$ cat config.mk
export PLATFORM = sky130hd
export DESIGN_NAME = frame_rate_meter_limiter_top
export DESIGN_NICKNAME = d
export VERILOG_FILES = /design/src/rtl/frm_pkg.sv /design/src/rtl/frame_rate_meter_limiter_top.sv /design/src/rtl/frm_div.sv /design/src/rtl/frm_ring.sv
export VERILOG_INCLUDE_DIRS = /design/src /design/src/rtl
export SDC_FILE = /design/constraint.sdc
export NUM_CORES = 1
export LEC_CHECK = 0
export BUFFER_PORTS_ARGS = -buffer_cell sky130_fd_sc_hd__buf_2
export CORE_MARGIN = 2
export CORE_UTILIZATION = 63
export CTS_CLUSTER_SIZE = 40
export DETAILED_ROUTE_END_ITERATION = 6
export PLACE_DENSITY = 0.81
export SLEW_MARGIN = 10
export SYNTH_ARGS = -nofsm -noshare
export SYNTH_HDL_FRONTEND = slang
export SYNTH_SLANG_ARGS = --single-unit
export TNS_END_PERCENT = 5
$ cat constraint.sdc
create_clock -name clk -period 6.3 [get_ports clk]
set_input_delay 0.63 -clock clk [delete_from_list [all_inputs] [get_ports clk]]
set_output_delay 0.63 -clock clk [all_outputs]
set_load 0.1 [all_outputs]
$ cat src/rtl/assert_macros.svh
// assertion helpers shared by the rtl
`ifndef ASSERT_MACROS_SVH
`define ASSERT_MACROS_SVH

// same-cycle implication, off during reset
`define ASSERT_IMPLY(lbl, clk, rst, ante, cons) \
  lbl: assert property (@(posedge clk) disable iff (rst) (ante) |-> (cons)) \
    else $error("same-cycle implication failed");

// next-cycle implication, off during reset
`define ASSERT_NEXT(lbl, clk, rst, ante, cons) \
  lbl: assert property (@(posedge clk) disable iff (rst) (ante) |=> (cons)) \
    else $error("next-cycle implication failed");

`endif

$ cat src/rtl/frm_pkg.sv
`timescale 1ns / 1ps
package frm_pkg;

  localparam int SAMPLES_DEFAULT = 10;

  localparam int TS_W       = 32;
  localparam int INTERVAL_W = 16;
  localparam int FPS_W      = 22;
  localparam int DELAY_W    = 10;
  localparam int MAX_FPS_W  = 10;

  localparam logic [MAX_FPS_W-1:0] MAX_FPS_RESET = MAX_FPS_W'(60);

  // 1000 fps scaled by 256 for the q8 result
  localparam int FPS_SCALE = 256000;
  localparam logic [FPS_W-1:0] FPS_DEFAULT = FPS_W'(15360);
  localparam int MS_PER_S = 1000;

  // frame event kind on the input tuser bit
  localparam logic ACT_BEGIN = 1'b0;
  localparam logic ACT_END   = 1'b1;

  typedef struct packed {
    logic busy;
    logic done;
  } div_stat_t;

endpackage

$ cat src/rtl/frame_rate_meter_limiter_top.sv
`timescale 1ns / 1ps
// channel   | direction | handshake                      | word
// s_axis    | in        | s_axis_tvalid / s_axis_tready  | tdata timestamp_ms, tuser action
// m_axis    | out       | m_axis_tvalid / m_axis_tready  | tdata fps_q8, interval, delay
// cfg       | in        | cfg_valid / cfg_ready          | max_fps
//
// a begin word only stamps the start time; an end word keeps s_axis closed while the one
// restoring divider runs 1000/max_fps then, unless the sum is empty, 256000*count/sum,
// one quotient bit per cycle
// rst is synchronous and active high; max_fps returns to 60, the window empties
// s_axis_tready is low while an end word is in work; the result sits in an output
// register, so the next word is taken while it waits, and a second end word
// holds in its last state until that register is free
`include "assert_macros.svh"
module frame_rate_meter_limiter_top #(
  parameter int SAMPLES = frm_pkg::SAMPLES_DEFAULT
) (
  input  logic                      clk,
  input  logic                      rst,
  // s_axis: tdata = timestamp_ms[31:0]; tuser = action[0]
  input  logic                      s_axis_tvalid,
  output logic                      s_axis_tready,
  input  logic [frm_pkg::TS_W-1:0]  s_axis_tdata,
  input  logic [0:0]                s_axis_tuser,
  // m_axis: tdata = fps_q8[21:0], frame_interval_ms[37:22], delay_ms[47:38]
  output logic                      m_axis_tvalid,
  input  logic                      m_axis_tready,
  output logic [47:0]               m_axis_tdata,
  // cfg: max_fps write
  input  logic                      cfg_valid,
  output logic                      cfg_ready,
  input  logic [frm_pkg::MAX_FPS_W-1:0] cfg_data
);
  import frm_pkg::*;

  // window sizes follow the sample count
  localparam int CNT_W  = $clog2(SAMPLES + 1);
  localparam int SLOT_W = (SAMPLES > 1) ? $clog2(SAMPLES) : 1;
  localparam int SUM_W  = INTERVAL_W + CNT_W;
  localparam int DVD_W  = $clog2(FPS_SCALE * SAMPLES + 1);
  localparam logic [DVD_W-1:0] SCALE = DVD_W'(FPS_SCALE);

  typedef enum logic [7:0] {
    S_IDLE       = 8'b0000_0001,
    S_READ       = 8'b0000_0010,
    S_UPDATE     = 8'b0000_0100,
    S_FLOOR      = 8'b0000_1000,
    S_FLOOR_WAIT = 8'b0001_0000,
    S_RATE       = 8'b0010_0000,
    S_RATE_WAIT  = 8'b0100_0000,
    S_DONE       = 8'b1000_0000
  } state_t;

  state_t state;
  state_t state_next;

  // configuration and frame timing state
  logic [MAX_FPS_W-1:0]  max_fps;
  logic [TS_W-1:0]       start_time;
  logic [TS_W-1:0]       previous_end_time;
  logic                  primed;
  logic [TS_W-1:0]       now;

  // averaging window
  logic [SLOT_W-1:0]     write_slot;
  logic [CNT_W-1:0]      fill_count;
  logic [SUM_W-1:0]      window_sum;
  logic [INTERVAL_W-1:0] interval;
  logic [INTERVAL_W-1:0] ring_rd;
  logic                  ring_wr;
  logic                  full;

  // divider and results
  logic [DVD_W-1:0]      rate_dvd;
  logic [DELAY_W-1:0]    floor_ms;
  logic [FPS_W-1:0]      fps_q8;
  logic                  div_start;
  logic [DVD_W-1:0]      div_dvd;
  logic [SUM_W-1:0]      div_dvs;
  logic [DVD_W-1:0]      div_quo;
  div_stat_t             div_stat;
  logic [MAX_FPS_W-1:0]  fps_cap;

  logic [TS_W-1:0]       diff;
  logic [TS_W-1:0]       duration;
  logic [DELAY_W-1:0]    delay;
  logic                  out_free;

  assign cfg_ready     = 1'b1;
  assign s_axis_tready = (state == S_IDLE);
  assign full          = (fill_count == CNT_W'(SAMPLES));
  assign out_free      = !m_axis_tvalid || m_axis_tready;

  // sequencer
  always_comb begin
    state_next = state;
    case (state)
      S_IDLE: begin
        if (s_axis_tvalid && s_axis_tuser[0] == ACT_END) begin
          state_next = S_READ;
        end
      end
      S_READ:       state_next = S_UPDATE;
      S_UPDATE:     state_next = S_FLOOR;
      S_FLOOR:      state_next = S_FLOOR_WAIT;
      S_FLOOR_WAIT: begin
        if (div_stat.done) begin
          state_next = S_RATE;
        end
      end
      S_RATE: begin
        state_next = (window_sum == '0) ? S_DONE : S_RATE_WAIT;
      end
      S_RATE_WAIT: begin
        if (div_stat.done) begin
          state_next = S_DONE;
        end
      end
      S_DONE: begin
        if (out_free) begin
          state_next = S_IDLE;
        end
      end
      default:      state_next = S_IDLE;
    endcase
  end

  always_ff @(posedge clk) begin
    if (rst) begin
      state <= S_IDLE;
    end else begin
      state <= state_next;
    end
  end

  // one divider serves both quotients: the limiter floor, then the rate
  assign fps_cap   = (max_fps == '0) ? MAX_FPS_W'(1) : max_fps;
  assign div_start = (state == S_FLOOR) || (state == S_RATE && window_sum != '0);
  assign div_dvd   = (state == S_FLOOR) ? DVD_W'(MS_PER_S) : rate_dvd;
  assign div_dvs   = (state == S_FLOOR) ? SUM_W'(fps_cap) : window_sum;

  frm_div #(
    .DVD_W (DVD_W),
    .DVS_W (SUM_W)
  ) u_div (
    .clk      (clk),
    .rst      (rst),
    .start    (div_start),
    .dividend (div_dvd),
    .divisor  (div_dvs),
    .quotient (div_quo),
    .stat     (div_stat)
  );

  // ring of the last intervals, read at the slot about to be overwritten
  assign ring_wr = (state == S_UPDATE);

  frm_ring #(
    .DEPTH (SAMPLES),
    .IDX_W (SLOT_W),
    .W     (INTERVAL_W)
  ) u_ring (
    .clk     (clk),
    .wr_en   (ring_wr),
    .wr_idx  (write_slot),
    .wr_data (interval),
    .rd_idx  (write_slot),
    .rd_data (ring_rd)
  );

  assign diff = now - previous_end_time;

  // control state
  always_ff @(posedge clk) begin
    if (rst) begin
      max_fps           <= MAX_FPS_RESET;
      start_time        <= '0;
      previous_end_time <= '0;
      primed            <= 1'b0;
      write_slot        <= '0;
      fill_count        <= '0;
      window_sum        <= '0;
      m_axis_tvalid     <= 1'b0;
    end else begin
      if (cfg_valid) begin
        max_fps <= cfg_data;
      end
      // frame begin only stamps the start time
      if (state == S_IDLE && s_axis_tvalid && s_axis_tuser[0] == ACT_BEGIN) begin
        start_time <= s_axis_tdata;
      end
      if (state == S_READ) begin
        primed            <= 1'b1;
        previous_end_time <= now;
      end
      if (state == S_UPDATE) begin
        // oldest entry drops out once the window is full
        window_sum <= (full ? window_sum - SUM_W'(ring_rd) : window_sum)
                      + SUM_W'(interval);
        if (!full) begin
          fill_count <= fill_count + 1'b1;
        end
        write_slot <= (write_slot == SLOT_W'(SAMPLES - 1)) ? '0 : write_slot + 1'b1;
      end
      if (m_axis_tready) begin
        m_axis_tvalid <= 1'b0;
      end
      if (state == S_DONE && out_free) begin
        m_axis_tvalid <= 1'b1;
      end
    end
  end

  // working registers
  always_ff @(posedge clk) begin
    if (state == S_IDLE) begin
      now <= s_axis_tdata;
    end
    if (state == S_READ) begin
      // first end after reset records zero; longer gaps saturate
      if (!primed) begin
        interval <= '0;
      end else if (|diff[TS_W-1:INTERVAL_W]) begin
        interval <= '1;
      end else begin
        interval <= diff[INTERVAL_W-1:0];
      end
    end
    if (state == S_UPDATE) begin
      rate_dvd <= SCALE * DVD_W'(full ? fill_count : fill_count + 1'b1);
    end
    if (state == S_FLOOR_WAIT && div_stat.done) begin
      floor_ms <= DELAY_W'(div_quo);
    end
    if (state == S_RATE && window_sum == '0) begin
      fps_q8 <= FPS_DEFAULT;
    end
    if (state == S_RATE_WAIT && div_stat.done) begin
      fps_q8 <= FPS_W'(div_quo);
    end
  end

  // limiter delay: floor minus frame duration, clipped at zero
  assign duration = now - start_time;
  assign delay    = (TS_W'(floor_ms) > duration) ? DELAY_W'(TS_W'(floor_ms) - duration) : '0;

  always_ff @(posedge clk) begin
    if (state == S_DONE && out_free) begin
      m_axis_tdata <= {delay, interval, fps_q8};
    end
  end

  `ASSERT_IMPLY(a_fill_bound, clk, rst, 1'b1, fill_count <= CNT_W'(SAMPLES))
  `ASSERT_IMPLY(a_empty_sum, clk, rst, fill_count == '0, window_sum == '0)
  `ASSERT_IMPLY(a_idle_div, clk, rst, s_axis_tready, !div_stat.busy)
  `ASSERT_NEXT(a_hold_result, clk, rst, state == S_DONE && !out_free, state == S_DONE && m_axis_tvalid)

endmodule

$ cat src/rtl/frm_div.sv
`timescale 1ns / 1ps
module frm_div #(
  parameter int DVD_W = 22,
  parameter int DVS_W = 20
) (
  input  logic                    clk,
  input  logic                    rst,
  input  logic                    start,
  input  logic [DVD_W-1:0]        dividend,
  input  logic [DVS_W-1:0]        divisor,
  output logic [DVD_W-1:0]        quotient,
  output frm_pkg::div_stat_t      stat
);
  import frm_pkg::*;

  localparam int CNT_W = $clog2(DVD_W + 1);

  logic [DVD_W-1:0] quo;
  logic [DVS_W-1:0] rem;
  logic [DVS_W-1:0] dvs;
  logic [CNT_W-1:0] cnt;
  logic             busy;
  logic             done;

  logic [DVS_W:0]   trial;
  logic             fits;

  // one restoring step per cycle
  assign trial = {rem, quo[DVD_W-1]};
  assign fits  = trial >= {1'b0, dvs};

  always_ff @(posedge clk) begin
    if (rst) begin
      busy <= 1'b0;
      done <= 1'b0;
      cnt  <= '0;
    end else begin
      done <= 1'b0;
      if (start && !busy) begin
        busy <= 1'b1;
        cnt  <= '0;
      end else if (busy) begin
        cnt <= cnt + 1'b1;
        if (cnt == CNT_W'(DVD_W - 1)) begin
          busy <= 1'b0;
          done <= 1'b1;
        end
      end
    end
  end

  always_ff @(posedge clk) begin
    if (start && !busy) begin
      quo <= dividend;
      rem <= '0;
      dvs <= divisor;
    end else if (busy) begin
      rem <= fits ? DVS_W'(trial - {1'b0, dvs}) : trial[DVS_W-1:0];
      quo <= {quo[DVD_W-2:0], fits};
    end
  end

  assign quotient  = quo;
  assign stat.busy = busy;
  assign stat.done = done;

endmodule

$ cat src/rtl/frm_ring.sv
`timescale 1ns / 1ps
module frm_ring #(
  parameter int DEPTH = 10,
  parameter int IDX_W = 4,
  parameter int W     = 16
) (
  input  logic             clk,
  input  logic             wr_en,
  input  logic [IDX_W-1:0] wr_idx,
  input  logic [W-1:0]     wr_data,
  input  logic [IDX_W-1:0] rd_idx,
  output logic [W-1:0]     rd_data
);

  logic [W-1:0] mem [DEPTH];

  always_ff @(posedge clk) begin
    if (wr_en) begin
      mem[wr_idx] <= wr_data;
    end
  end

  always_ff @(posedge clk) begin
    rd_data <= mem[rd_idx];
  end

endmodule

==> impl_results.md <==
- Post-Synthesis Cells: 2425
- Mean instance size in the synthesized netlist: between 10 and 15 um^2
- Share of cells above drive strength 1: 11.91%
- Pin count of the biggest net entering global routing: 81
- CTS Sinks: 496
- Yosys warning total: 0
- Leakage Power: 10.64 nW
- Number of setup buffers added after CTS: 0
- First-pass detailed-route iteration total: 5
- Max-slew violation count: 0
- #FFs+latches synth: 496
- Total Routed Length: 60710 um
- Final Net Count: ~2700
- Worst path required time: between 6 and 7 ns
- CTS buffer count: 52
- Max frequency: 199.0 MHz
- Initial Utilization: 63.70%
- Number of placement rows: 74
- Iteration-0 DRC count of the detailed router: 1436
- Clock-pin slew on the worst setup and hold paths: 0.06 ns
- Path type of the worst setup path: reg2reg
- IO Count: between 90 and 100
- Sum of net half-perimeters after detailed placement: roughly 40000 um
- Type of element capturing the critical path: flip-flop
- Vias: around 19000
- Global-route wire length before repair: ~96000 um
- Number of global-route vias before repair: 18426
- Unrepaired setup endpoints after global routing: false
- Critical R2R Launch: now[1]
- Number of enable-type register cells in the synthesized netlist: ~340
- Final-report hold violation count: 0
- Launch instance of the worst min-delay path: s_axis_tdata[29]
- Average via count per standard cell: slightly above 6
- TritonCTS clock tree: done
- Final core area utilization: 70.58%
- Cell area after synthesis: 0.02595 mm^2
- Routed length per instance: 19.74 um
- Fin Setup TNS: 0 ns
- Worst EP arrival: 5.45 ns
- Sequential element share of the synthesized area: 51.41%
- Clock Path Buffers: 3
- Number of levels in the clock H-tree: 2
- Congestion Overflow GR: 0
- Number of instances on the worst hold path: 1
- Antenna diodes: 0
- Horizontal extent of the die: ~210 um
- Tightest hold margin: 0.2146 ns
- Number of maximum-capacitance constraint violations: 0
- Post-synthesis net count: 2637
- Max Fanout on Critical Path: 10
- Number of antenna violations at the first check in global routing: 3
- Insertion delay to the later sink of the worst-skew pair: 0.60 ns
- Number of cells on the worst reg-to-reg path: 20
- Die boundary height: 207.0 um
- Worst r2r dst: m_axis_tdata[41]
- Slack of the worst reg-to-reg path: 1.28 ns
- Final setup skew: 0.01433 ns
- Highest ir drop seen on vdd: 0.2817 mV
- Run status: completed
- Share of synthesized registers carrying an async set or reset: 0%
- Tcrit/Tclk final: 79.75%
- Post-CTS Hold Buffers: 0
- # setup viols final: 0
- Die area: between 0.04 and 0.05 mm^2
- Count of input and output buffers: 97
- Clock Root Buffer: sky130_fd_sc_hd__clkbuf_16
- RePlAce Congestion: 0.8895
- Placed cells: 2978
- DR DRC count: 0
- Tightest Hold Check Type: in2reg
- Element type at the critical path start: flip-flop
- Shortest period the worst path allows: 5.024 ns
- Ys flop type: sky130_fd_sc_hd__edfxtp_1
- GRT Overall Usage: between 20% and 30%
- Hold Crit Endpoint: now[29]
- CTS-repair resized insts: 0
- Cell area power density: between 200 and 300 mW/mm^2
- Area overhead of the layout relative to synthesis: 10.80%
- Transition time of the tightest slew-check pin: 1.184 ns
- Worst max-slew margin expressed relative to the limit: 19.01%
- Placeable core area: around 0.041 mm^2
- Routed Antenna Nets: 0
- Distinct cells, synth: 94
- Number of standard cells in the final layout excluding fillers: ~3100
==> placed cells by master, fill, tap and decap left out, drive strengths merged, types with 20 or more instances in the layout <==
master and n:
a21o 45, nor2b 21, nand2 307, nor2 109, a211oi 34, nand4 20
nor3 54, and2 55, o21a 47, clkbuf 67, a21oi 197, o21ai 96
clkinv 21, mux2i 30, o211ai 30, dfxtp 155, mux4 32, edfxtp 341
nand2b 31, nor4 20, xnor2 67, buf 123, inv 166, xor2 34
nand3 58, ha 148
==> how the worst max path moves through the flow <==
stage                       start                to  cells after the start
floorplan                  now[1]  m_axis_tdata[40]                     21
global placement           now[1]  m_axis_tdata[40]                     20
detailed placement         now[1]  m_axis_tdata[46]                     20
CTS                        now[1]  m_axis_tdata[46]                     20
global route        window_sum[0]    window_sum[18]                     19
finish                     now[1]  m_axis_tdata[41]                     20
==> cells in the mapped netlist, types with 20 or more instances <==
cell,n,area [um^2]
sky130_fd_sc_hd__a211oi_1,33,247.7
sky130_fd_sc_hd__a21o_1,44,330.3
sky130_fd_sc_hd__a21oi_1,197,986.0
sky130_fd_sc_hd__and2_1,54,337.8
sky130_fd_sc_hd__clkbuf_1,86,322.8
sky130_fd_sc_hd__dfxtp_1,155,3103
sky130_fd_sc_hd__edfxtp_1,341,10240
sky130_fd_sc_hd__ha_1,148,1852
sky130_fd_sc_hd__inv_1,164,615.6
sky130_fd_sc_hd__mux2i_1,30,300.3
sky130_fd_sc_hd__mux4_2,32,720.7
sky130_fd_sc_hd__nand2_1,307,1152
sky130_fd_sc_hd__nand2b_1,31,193.9
sky130_fd_sc_hd__nand3_1,58,290.3
sky130_fd_sc_hd__nand4_1,20,125.1
sky130_fd_sc_hd__nor2_1,109,409.1
sky130_fd_sc_hd__nor2b_1,20,125.1
sky130_fd_sc_hd__nor3_1,44,220.2
sky130_fd_sc_hd__nor4_1,20,125.1
sky130_fd_sc_hd__o211ai_1,30,225.2
sky130_fd_sc_hd__o21a_1,45,337.8
sky130_fd_sc_hd__o21ai_0,90,450.4
sky130_fd_sc_hd__xnor2_1,67,586.8
sky130_fd_sc_hd__xor2_1,34,297.8
==> flip-flops by register name, summed over array words and instances, names as in the netlist <==
register           cells
u_ring.mem           160
m_axis_tdata          48
now                   32
previous_end_time     32
start_time            32
fps_q8                22
u_div.quotient        22
u_div.dvs             20
u_div.rem             20
window_sum            20
interval              16
u_ring.rd_data        16
rate_dvd              11
floor_ms              10
max_fps               10
state                  8
u_div.cnt              5
fill_count             4
write_slot             4
m_axis_tvalid          1
primed                 1
u_div.busy             1
u_div.done             1
==> stage by stage <==
stage / instance area (um^2) / worst slack (ns) / total power, W
after detailed placement: 26980 / 1.319 / 0.004692
after global placement: 26980 / 1.567 / 0.004677
after floorplan: 25950 / 1.981 / 0.004425
after CTS: 28760 / 1.285 / 0.007825
after global routing: 28760 / 0.8721 / 0.008058
final: 28760 / 1.276 / 0.007794
==> layout make-up <==
type | instances | area [um^2]
Multi-Input combinational cell | 1662 | 11670
Timing Repair Buffer | 123 | 683.2
Clock buffer | 67 | 1440
Inverter | 165 | 619.3
Fill cell | 2873 | 11980
Sequential cell | 496 | 13350
Clock inverter | 31 | 330.3
Tap cell | 532 | 665.6
==> cell families after synthesis <==
logic type | Yosys count | synth area share (%)
flops | 496 | 51.41
simple gates | 749 | 14.00
buf+inv | 267 | 3.953
xor+xnor | 101 | 3.409
compound gates | 571 | 14.30
mux | 76 | 4.542
other cells | 1 | 0.01445
fa+ha+maj | 164 | 8.370
==> report_power, final <==
| group | switching (W) | leakage (nW) | internal [W] | total, W |
|---|---|---|---|---|
| clock network | 0.00128 | 0.866 | 0.00186 | 0.00315 |
| registers | 0.0000612 | 4.36 | 0.00351 | 0.00357 |
| logic | 0.000648 | 5.41 | 0.000424 | 0.00107 |
| total | 0.00199 | 10.6 | 0.00580 | 0.00779 |
==> layer usage <==
metal / GRT usage (%) / routed length [um] / vias to the layer above
met4: 9.574 / 1954 / 6
met1: 36.97 / 25130 / 9134
li1: - / - / 8956
met3: 4.804 / 3791 / 114
met2: 49.43 / 29790 / 639
met5: 0 / 47 / -
==> worst max-delay path: stages (launching register included) <==
cell and delay (ns):
sky130_fd_sc_hd__edfxtp_1 0.46, sky130_fd_sc_hd__ha_1 0.31, sky130_fd_sc_hd__nor2b_1 0.15, sky130_fd_sc_hd__o31a_1 0.26, sky130_fd_sc_hd__o21ai_1 0.26, sky130_fd_sc_hd__and2_1 0.19, sky130_fd_sc_hd__nor2_1 0.04, sky130_fd_sc_hd__o21ai_0 0.14
sky130_fd_sc_hd__nand2b_1 0.09, sky130_fd_sc_hd__xnor2_1 0.13, sky130_fd_sc_hd__ha_1 0.32, sky130_fd_sc_hd__nand4_1 0.12, sky130_fd_sc_hd__nor3_1 0.08, sky130_fd_sc_hd__nor4b_1 0.24, sky130_fd_sc_hd__o2111ai_1 0.14, sky130_fd_sc_hd__a221oi_1 0.25
sky130_fd_sc_hd__o2111ai_1 0.18, sky130_fd_sc_hd__a2111oi_2 0.31, sky130_fd_sc_hd__nand4_1 0.12, sky130_fd_sc_hd__or4b_1 0.78, sky130_fd_sc_hd__nor3_2 0.26
Note: power is estimated with default switching activity, not from simulation.
